==> src/tqm_pkg.sv <==
// Types and constants shared by the matcher's sequencer, datapath and checker.
package tqm_pkg;

    localparam int ID_W = 10;

    typedef enum logic [1:0] {
        OP_ADD_REQ = 2'd0,
        OP_ADD_SRV = 2'd1,
        OP_MATCH   = 2'd2,
        OP_CANCEL  = 2'd3
    } op_t;

    typedef enum logic [1:0] {
        STAT_OK       = 2'd0,
        STAT_MATCHED  = 2'd1,
        STAT_NO_MATCH = 2'd2,
        STAT_FULL     = 2'd3
    } status_t;

    // Program steps, one-hot.
    typedef enum logic [11:0] {
        STEP_CLEAR    = 12'b0000_0000_0001,
        STEP_DISPATCH = 12'b0000_0000_0010,
        STEP_ADD_REQ  = 12'b0000_0000_0100,
        STEP_ADD_SRV  = 12'b0000_0000_1000,
        STEP_CANCEL   = 12'b0000_0001_0000,
        STEP_M_HEAD   = 12'b0000_0010_0000,
        STEP_M_ID     = 12'b0000_0100_0000,
        STEP_M_CHECK  = 12'b0000_1000_0000,
        STEP_M_SKIP   = 12'b0001_0000_0000,
        STEP_M_SRV    = 12'b0010_0000_0000,
        STEP_M_PAIR   = 12'b0100_0000_0000,
        STEP_NO_MATCH = 12'b1000_0000_0000
    } step_t;

    typedef enum logic [1:0] {
        WAIT_NONE   = 2'd0,
        WAIT_ITEM   = 2'd1,
        WAIT_RESULT = 2'd2
    } wait_t;

    typedef enum logic [2:0] {
        COND_ALWAYS    = 3'd0,
        COND_CLR_LAST  = 3'd1,
        COND_REQ_EMPTY = 3'd2,
        COND_SRV_EMPTY = 3'd3,
        COND_LIVE      = 3'd4
    } cond_t;

    // Active map write source.
    typedef enum logic [2:0] {
        AW_NONE   = 3'd0,
        AW_SWEEP  = 3'd1,
        AW_SET_ID = 3'd2,
        AW_CLR_ID = 3'd3,
        AW_CLR_R  = 3'd4
    } act_wr_t;

    // Result status source.
    typedef enum logic [2:0] {
        SS_OK       = 3'd0,
        SS_PUSH_REQ = 3'd1,
        SS_PUSH_SRV = 3'd2,
        SS_NO_MATCH = 3'd3,
        SS_MATCH    = 3'd4
    } stat_sel_t;

    typedef struct packed {
        wait_t     wait_on;
        cond_t     cond;
        step_t     on_true;
        step_t     on_false;
        logic      dispatch;
        logic      req_push;
        logic      srv_push;
        logic      req_rd;
        logic      srv_rd;
        logic      act_rd;
        logic      latch_r;
        logic      req_pop;
        logic      srv_pop;
        act_wr_t   act_wr;
        logic      emit;
        stat_sel_t stat_sel;
    } ucode_t;

    typedef struct packed {
        ucode_t uc;
        logic   go;
    } seq_cmd_t;

    typedef struct packed {
        op_t  op;
        logic item_valid;
        logic result_free;
        logic req_empty;
        logic srv_empty;
        logic live;
        logic clr_last;
    } dp_flags_t;

endpackage

==> src/tqm_seq.sv <==
// Microcode sequencer: step register, control store and jump logic.
module tqm_seq (
    input  logic                 clk,
    input  logic                 rst_n,
    input  tqm_pkg::dp_flags_t   flags,
    output tqm_pkg::seq_cmd_t    cmd
);
    import tqm_pkg::*;

    step_t  step_reg;
    step_t  step_next;
    ucode_t uc;
    logic   go;
    logic   cond_hit;

    function automatic ucode_t ucode_rom(step_t s);
        ucode_t w;
        w.wait_on  = WAIT_NONE;
        w.cond     = COND_ALWAYS;
        w.on_true  = STEP_DISPATCH;
        w.on_false = STEP_DISPATCH;
        w.dispatch = 1'b0;
        w.req_push = 1'b0;
        w.srv_push = 1'b0;
        w.req_rd   = 1'b0;
        w.srv_rd   = 1'b0;
        w.act_rd   = 1'b0;
        w.latch_r  = 1'b0;
        w.req_pop  = 1'b0;
        w.srv_pop  = 1'b0;
        w.act_wr   = AW_NONE;
        w.emit     = 1'b0;
        w.stat_sel = SS_OK;
        unique case (s)
            STEP_CLEAR:
            begin
                w.cond     = COND_CLR_LAST;
                w.on_false = STEP_CLEAR;
                w.act_wr   = AW_SWEEP;
            end
            STEP_DISPATCH:
            begin
                w.wait_on  = WAIT_ITEM;
                w.dispatch = 1'b1;
            end
            STEP_ADD_REQ:
            begin
                w.wait_on  = WAIT_RESULT;
                w.req_push = 1'b1;
                w.act_wr   = AW_SET_ID;
                w.emit     = 1'b1;
                w.stat_sel = SS_PUSH_REQ;
            end
            STEP_ADD_SRV:
            begin
                w.wait_on  = WAIT_RESULT;
                w.srv_push = 1'b1;
                w.emit     = 1'b1;
                w.stat_sel = SS_PUSH_SRV;
            end
            STEP_CANCEL:
            begin
                w.wait_on  = WAIT_RESULT;
                w.act_wr   = AW_CLR_ID;
                w.emit     = 1'b1;
            end
            STEP_M_HEAD:
            begin
                w.cond     = COND_REQ_EMPTY;
                w.on_true  = STEP_NO_MATCH;
                w.on_false = STEP_M_ID;
                w.req_rd   = 1'b1;
            end
            STEP_M_ID:
            begin
                w.on_true  = STEP_M_CHECK;
                w.act_rd   = 1'b1;
                w.latch_r  = 1'b1;
            end
            STEP_M_CHECK:
            begin
                w.cond     = COND_LIVE;
                w.on_true  = STEP_M_SRV;
                w.on_false = STEP_M_SKIP;
            end
            STEP_M_SKIP:
            begin
                w.on_true  = STEP_M_HEAD;
                w.req_pop  = 1'b1;
            end
            STEP_M_SRV:
            begin
                w.cond     = COND_SRV_EMPTY;
                w.on_true  = STEP_NO_MATCH;
                w.on_false = STEP_M_PAIR;
                w.srv_rd   = 1'b1;
            end
            STEP_M_PAIR:
            begin
                w.wait_on  = WAIT_RESULT;
                w.req_pop  = 1'b1;
                w.srv_pop  = 1'b1;
                w.act_wr   = AW_CLR_R;
                w.emit     = 1'b1;
                w.stat_sel = SS_MATCH;
            end
            STEP_NO_MATCH:
            begin
                w.wait_on  = WAIT_RESULT;
                w.emit     = 1'b1;
                w.stat_sel = SS_NO_MATCH;
            end
            default:
            begin
                w.on_true  = STEP_DISPATCH;
            end
        endcase
        return w;
    endfunction

    function automatic step_t op_entry(op_t op);
        step_t s;
        unique case (op)
            OP_ADD_REQ: s = STEP_ADD_REQ;
            OP_ADD_SRV: s = STEP_ADD_SRV;
            OP_MATCH:   s = STEP_M_HEAD;
            OP_CANCEL:  s = STEP_CANCEL;
        endcase
        return s;
    endfunction

    assign uc = ucode_rom(step_reg);

    always_comb
    begin
        unique case (uc.wait_on)
            WAIT_NONE:   go = 1'b1;
            WAIT_ITEM:   go = flags.item_valid;
            WAIT_RESULT: go = flags.result_free;
            default:     go = 1'b0;
        endcase
    end

    always_comb
    begin
        unique case (uc.cond)
            COND_ALWAYS:    cond_hit = 1'b1;
            COND_CLR_LAST:  cond_hit = flags.clr_last;
            COND_REQ_EMPTY: cond_hit = flags.req_empty;
            COND_SRV_EMPTY: cond_hit = flags.srv_empty;
            COND_LIVE:      cond_hit = flags.live;
            default:        cond_hit = 1'b1;
        endcase
    end

    always_comb
    begin
        priority if (!go)
        begin
            step_next = step_reg;
        end
        else if (uc.dispatch)
        begin
            step_next = op_entry(flags.op);
        end
        else
        begin
            step_next = cond_hit ? uc.on_true : uc.on_false;
        end
    end

    always_ff @(posedge clk or negedge rst_n)
    begin
        if (!rst_n)
        begin
            step_reg <= STEP_CLEAR;
        end
        else
        begin
            step_reg <= step_next;
        end
    end

    assign cmd.uc = uc;
    assign cmd.go = go;

endmodule

==> config.mk <==
export PLATFORM = sky130hd
export DESIGN_NAME = tqm_seq
export DESIGN_NICKNAME = d
export VERILOG_FILES = /design/src/tqm_pkg.sv /design/src/tqm_seq.sv
export SDC_FILE = /design/constraint.sdc
export NUM_CORES = 1
export LEC_CHECK = 0
export ABC_AREA = 0
export BUFFER_PORTS_ARGS = -buffer_cell sky130_fd_sc_hd__buf_2
export CAP_MARGIN = 20
export CORE_MARGIN = 4
export CORE_UTILIZATION = 43
export DETAILED_ROUTE_END_ITERATION = 8
export PLACE_DENSITY = 0.81
export SLEW_MARGIN = 20
export SYNTH_ARGS = -nofsm -noshare
export SYNTH_HDL_FRONTEND = slang
export SYNTH_SLANG_ARGS = --single-unit
==> constraint.sdc <==
create_clock -name clk -period 2.9 [get_ports clk]
set_input_delay 0.145 -clock clk [delete_from_list [all_inputs] [get_ports clk]]
set_output_delay 0.145 -clock clk [all_outputs]
set_load 0.02 [all_outputs]
==> summary.md <==
| Metric | Value |
|---|---|
| Status | `finished, final reports clean` |
| CP required | `2.76 ns` |
| Latest clock arrival within the worst-skew pair | `0.27 ns` |
| Least-Margin Pin Slew | `0.557 ns` |
| Fin crit period | `2.76 ns` |
| First-pass GRT wire length | `4060 µm` |
| Worst-case vdd ir drop | `0.247 mV` |
| FF+latch count, synth | `12` |
| Hold Slack | `0.0227 ns` |
| HP Class | `in2reg` |
| Core Region | `2190 µm²` |
| Comb power frac | `39.7%` |
| DR vias/cell | `5.26` |
| Clock Skew | `0.00162 ns` |
| Die width | `55.8 µm` |
| CTS Buffer Depth | `2` |
| Wirelength, routed | `2520 µm` |
| Pre-CTS setup slack | `0.396 ns` |
| Reg2Reg Capture Point | `step_reg[1]` |
| Placed inst area | `1110 µm²` |
| Worst path slowest cell | `or4_1` |
| H-Tree Depth | `1` |
| Post-synth EDFFs | `0` |
| Leak Pwr | `0.730 nW` |
| DR iter-0 viols | `18` |
| Die Footprint | `3120 µm²` |
| CTS Buf Count | `3` |
| Pins over their slew limit | `0` |
| Number of maximum-capacitance violations | `0` |
| Final Setup Violations | `0` |
| Initial Util | `44.9%` |
| R2R Path Start | `step_reg[2]` |
| Root buffer cell | `clkbuf_4` |
| Share of layout cells above drive strength 1 | `34.2%` |
| Clock Power Share | `24.3%` |
| Worst Path Max Fanout | `8` |
| Largest net degree at the start of global routing | `13` |
| Final core occ | `53.2%` |
| CP top delay family | `simple AND/OR/NAND/NOR gates` |
| Worst-path cell chain | `or4_1 > or4_4 > or3b_4 > inv_1 > nor3_1 > buf_2` |
| CTS tree | `done` |
| Final Hold Fails | `0` |
| Stages on worst setup path | `6` |
| M1 WL | `1070 µm` |
| CP endpoint | `cmd[18]` |
| DR top layer | `met4` |
| Total number of vias | `979` |
| Power per cell area | `462 nW/µm²` |
| DR pass1 iterations | `4` |
| Sequential area share after synthesis | `30.7%` |
| Vias in the first global route | `882` |
| Crit path from | `step_reg[2]` |
| FF-to-FF path depth | `5` |
| Sink Count | `12` |
| Ys flop type | `dfrtp_1` |
| Layout Nets | `169` |
| Die Span Y | `55.8 µm` |
| GP Congestion | `0.821` |
| Startpoint class of the critical path | `register` |
| Yosys cell types | `40` |
| Row count | `17` |
| Dpl hpwl | `2020 µm` |
| F_max | `0.362 GHz` |
| IO Pins | `56` |
| Tot GR Track Use | `16.0%` |
| Routed len/inst | `13.5 µm` |
| Total grt overflow | `0` |
| P_int | `325 µW` |
| Setup CP Type | `reg2out` |
| Asr flop ratio synth | `100%` |
| Worst path bufs/invs | `2` |
| Critical Path AT | `2.61 ns` |
| CP endpoint kind | `output port` |
| Final setup TNS | `0 ns` |
| Area grow syn2layout | `18.4%` |
| Clk slew on worst S/H paths | `0.08 ns` |
| Worst Hold Depth | `2` |
| Initial antenna violation count | `0` |
| Unrepaired setup endpoints after global routing | `no` |
| IO buf count | `41` |
| ANT nets after route | `0` |
| Psw | `214 µW` |
| Synth warnings | `0` |
| Mapped cell area | `983 µm²` |
| Synth Instances | `122` |
| Reg2Reg Setup Slack | `0.45 ns` |
| Final WS setup | `0.141 ns` |
| Sw frac | `39.7%` |
| Register share of total power | `36.0%` |
| DR DRC count | `0` |
| Diodes inserted | `0` |
| Max incr delay on CP | `0.63 ns` |
| Period utilization | `95.2%` |
| Routed met3 length | `206 µm` |
| Slew Limit Headroom | `62.6%` |
| Syn avg cell area | `8.06 µm²` |
| Met2 WL | `1210 µm` |
| Max reg flops | `12` |
| Design Area, Final | `1160 µm²` |
[logic make-up after synthesis]
| logic type | Yosys count | synth area share [%] |
|---|---|---|
| AOI/OAI and AO/OA | 9 | 6.87 |
| xor gates and xnor gates | 3 | 2.67 |
| buffers and inverters | 35 | 20.6 |
| DFF | 12 | 30.7 |
| muxes | 1 | 1.02 |
| other | 1 | 0.381 |
| and+or+nand+nor | 61 | 37.8 |
[power groups by stage]
stage	sequential (mW)	combinational, mW	clock, mW
floorplan	0.189	0.176	0
global placement	0.195	0.205	0
detailed placement	0.196	0.210	0
CTS	0.193	0.212	0.135
global route	0.195	0.231	0.142
finish	0.194	0.214	0.131
[worst min path at each step]
stage	start	end	slack, ns
3_3_place_gp	rst_n	step_reg[5]	0.03
2_1_floorplan	rst_n	step_reg[10]	-0.15
3_5_place_dp	rst_n	step_reg[1]	0.04
5_1_grt	flags[0]	step_reg[0]	0.03
6_report	flags[0]	step_reg[0]	0.02
4_1_cts	flags[0]	step_reg[0]	0.01
[timing repair]
action | 4_1_cts | 5_1_grt
hold buffers | 1 | 0
endpoints found under the setup margin | 0 | 1
resized for setup | 0 | 1
hold endpoints to repair | 11 | 0
buffers inserted | 0 | 0
[synth_stat cells (all sizes together) (2+ instances only)]
cell type  instances  area [µm²]
and4               2        17.5
and4b              2        21.3
buf               20         145
clkbuf             3        12.5
dfrtp             11         275
inv               12        45.0
nand2              7        26.3
nand3              5        25.0
nor2              11        41.3
nor3               9        45.0
nor3b              3        22.5
nor4               3        18.8
nor4b              3        26.3
o21ai              2        10.0
o22ai              2        12.5
or3                2        12.5
or4                4        33.8
or4b               2        20.0
xor2               2        17.5
[placed cells by master (no fill, tap or decap), types with 3 or more instances in the layout]
cell type,count
nor3_1,9
nand3_1,5
clkbuf_4,3
nor4_1,3
nor3b_1,3
conb_1,14
nor2_1,11
inv_1,12
nand2_1,7
buf_2,41
nor4b_1,3
dfrtp_1,11
[layout make-up]
class / instances / area (µm²)
repair buffers: 42 / 215
well taps: 28 / 35.0
fillers: 208 / 1030
inverters: 12 / 45.0
flip-flops and latches: 12 / 302
clock buffers: 4 / 36.3
multi-input cells: 88 / 532
[metrics by stage]
stage	power, mW	std cells
final	0.539	186
after global routing	0.569	186
after CTS	0.539	186
after detailed placement	0.406	181
after global placement	0.401	181
after floorplan	0.365	135
[per-layer routing]
layer | global-route usage [%] | vias up
met5 | 0 | -
met4 | 7.12 | 0
met3 | 2.09 | 2
met2 | 27.4 | 54
met1 | 19.9 | 451
li1 | - | 472
Power figures use the tool's default switching activity.
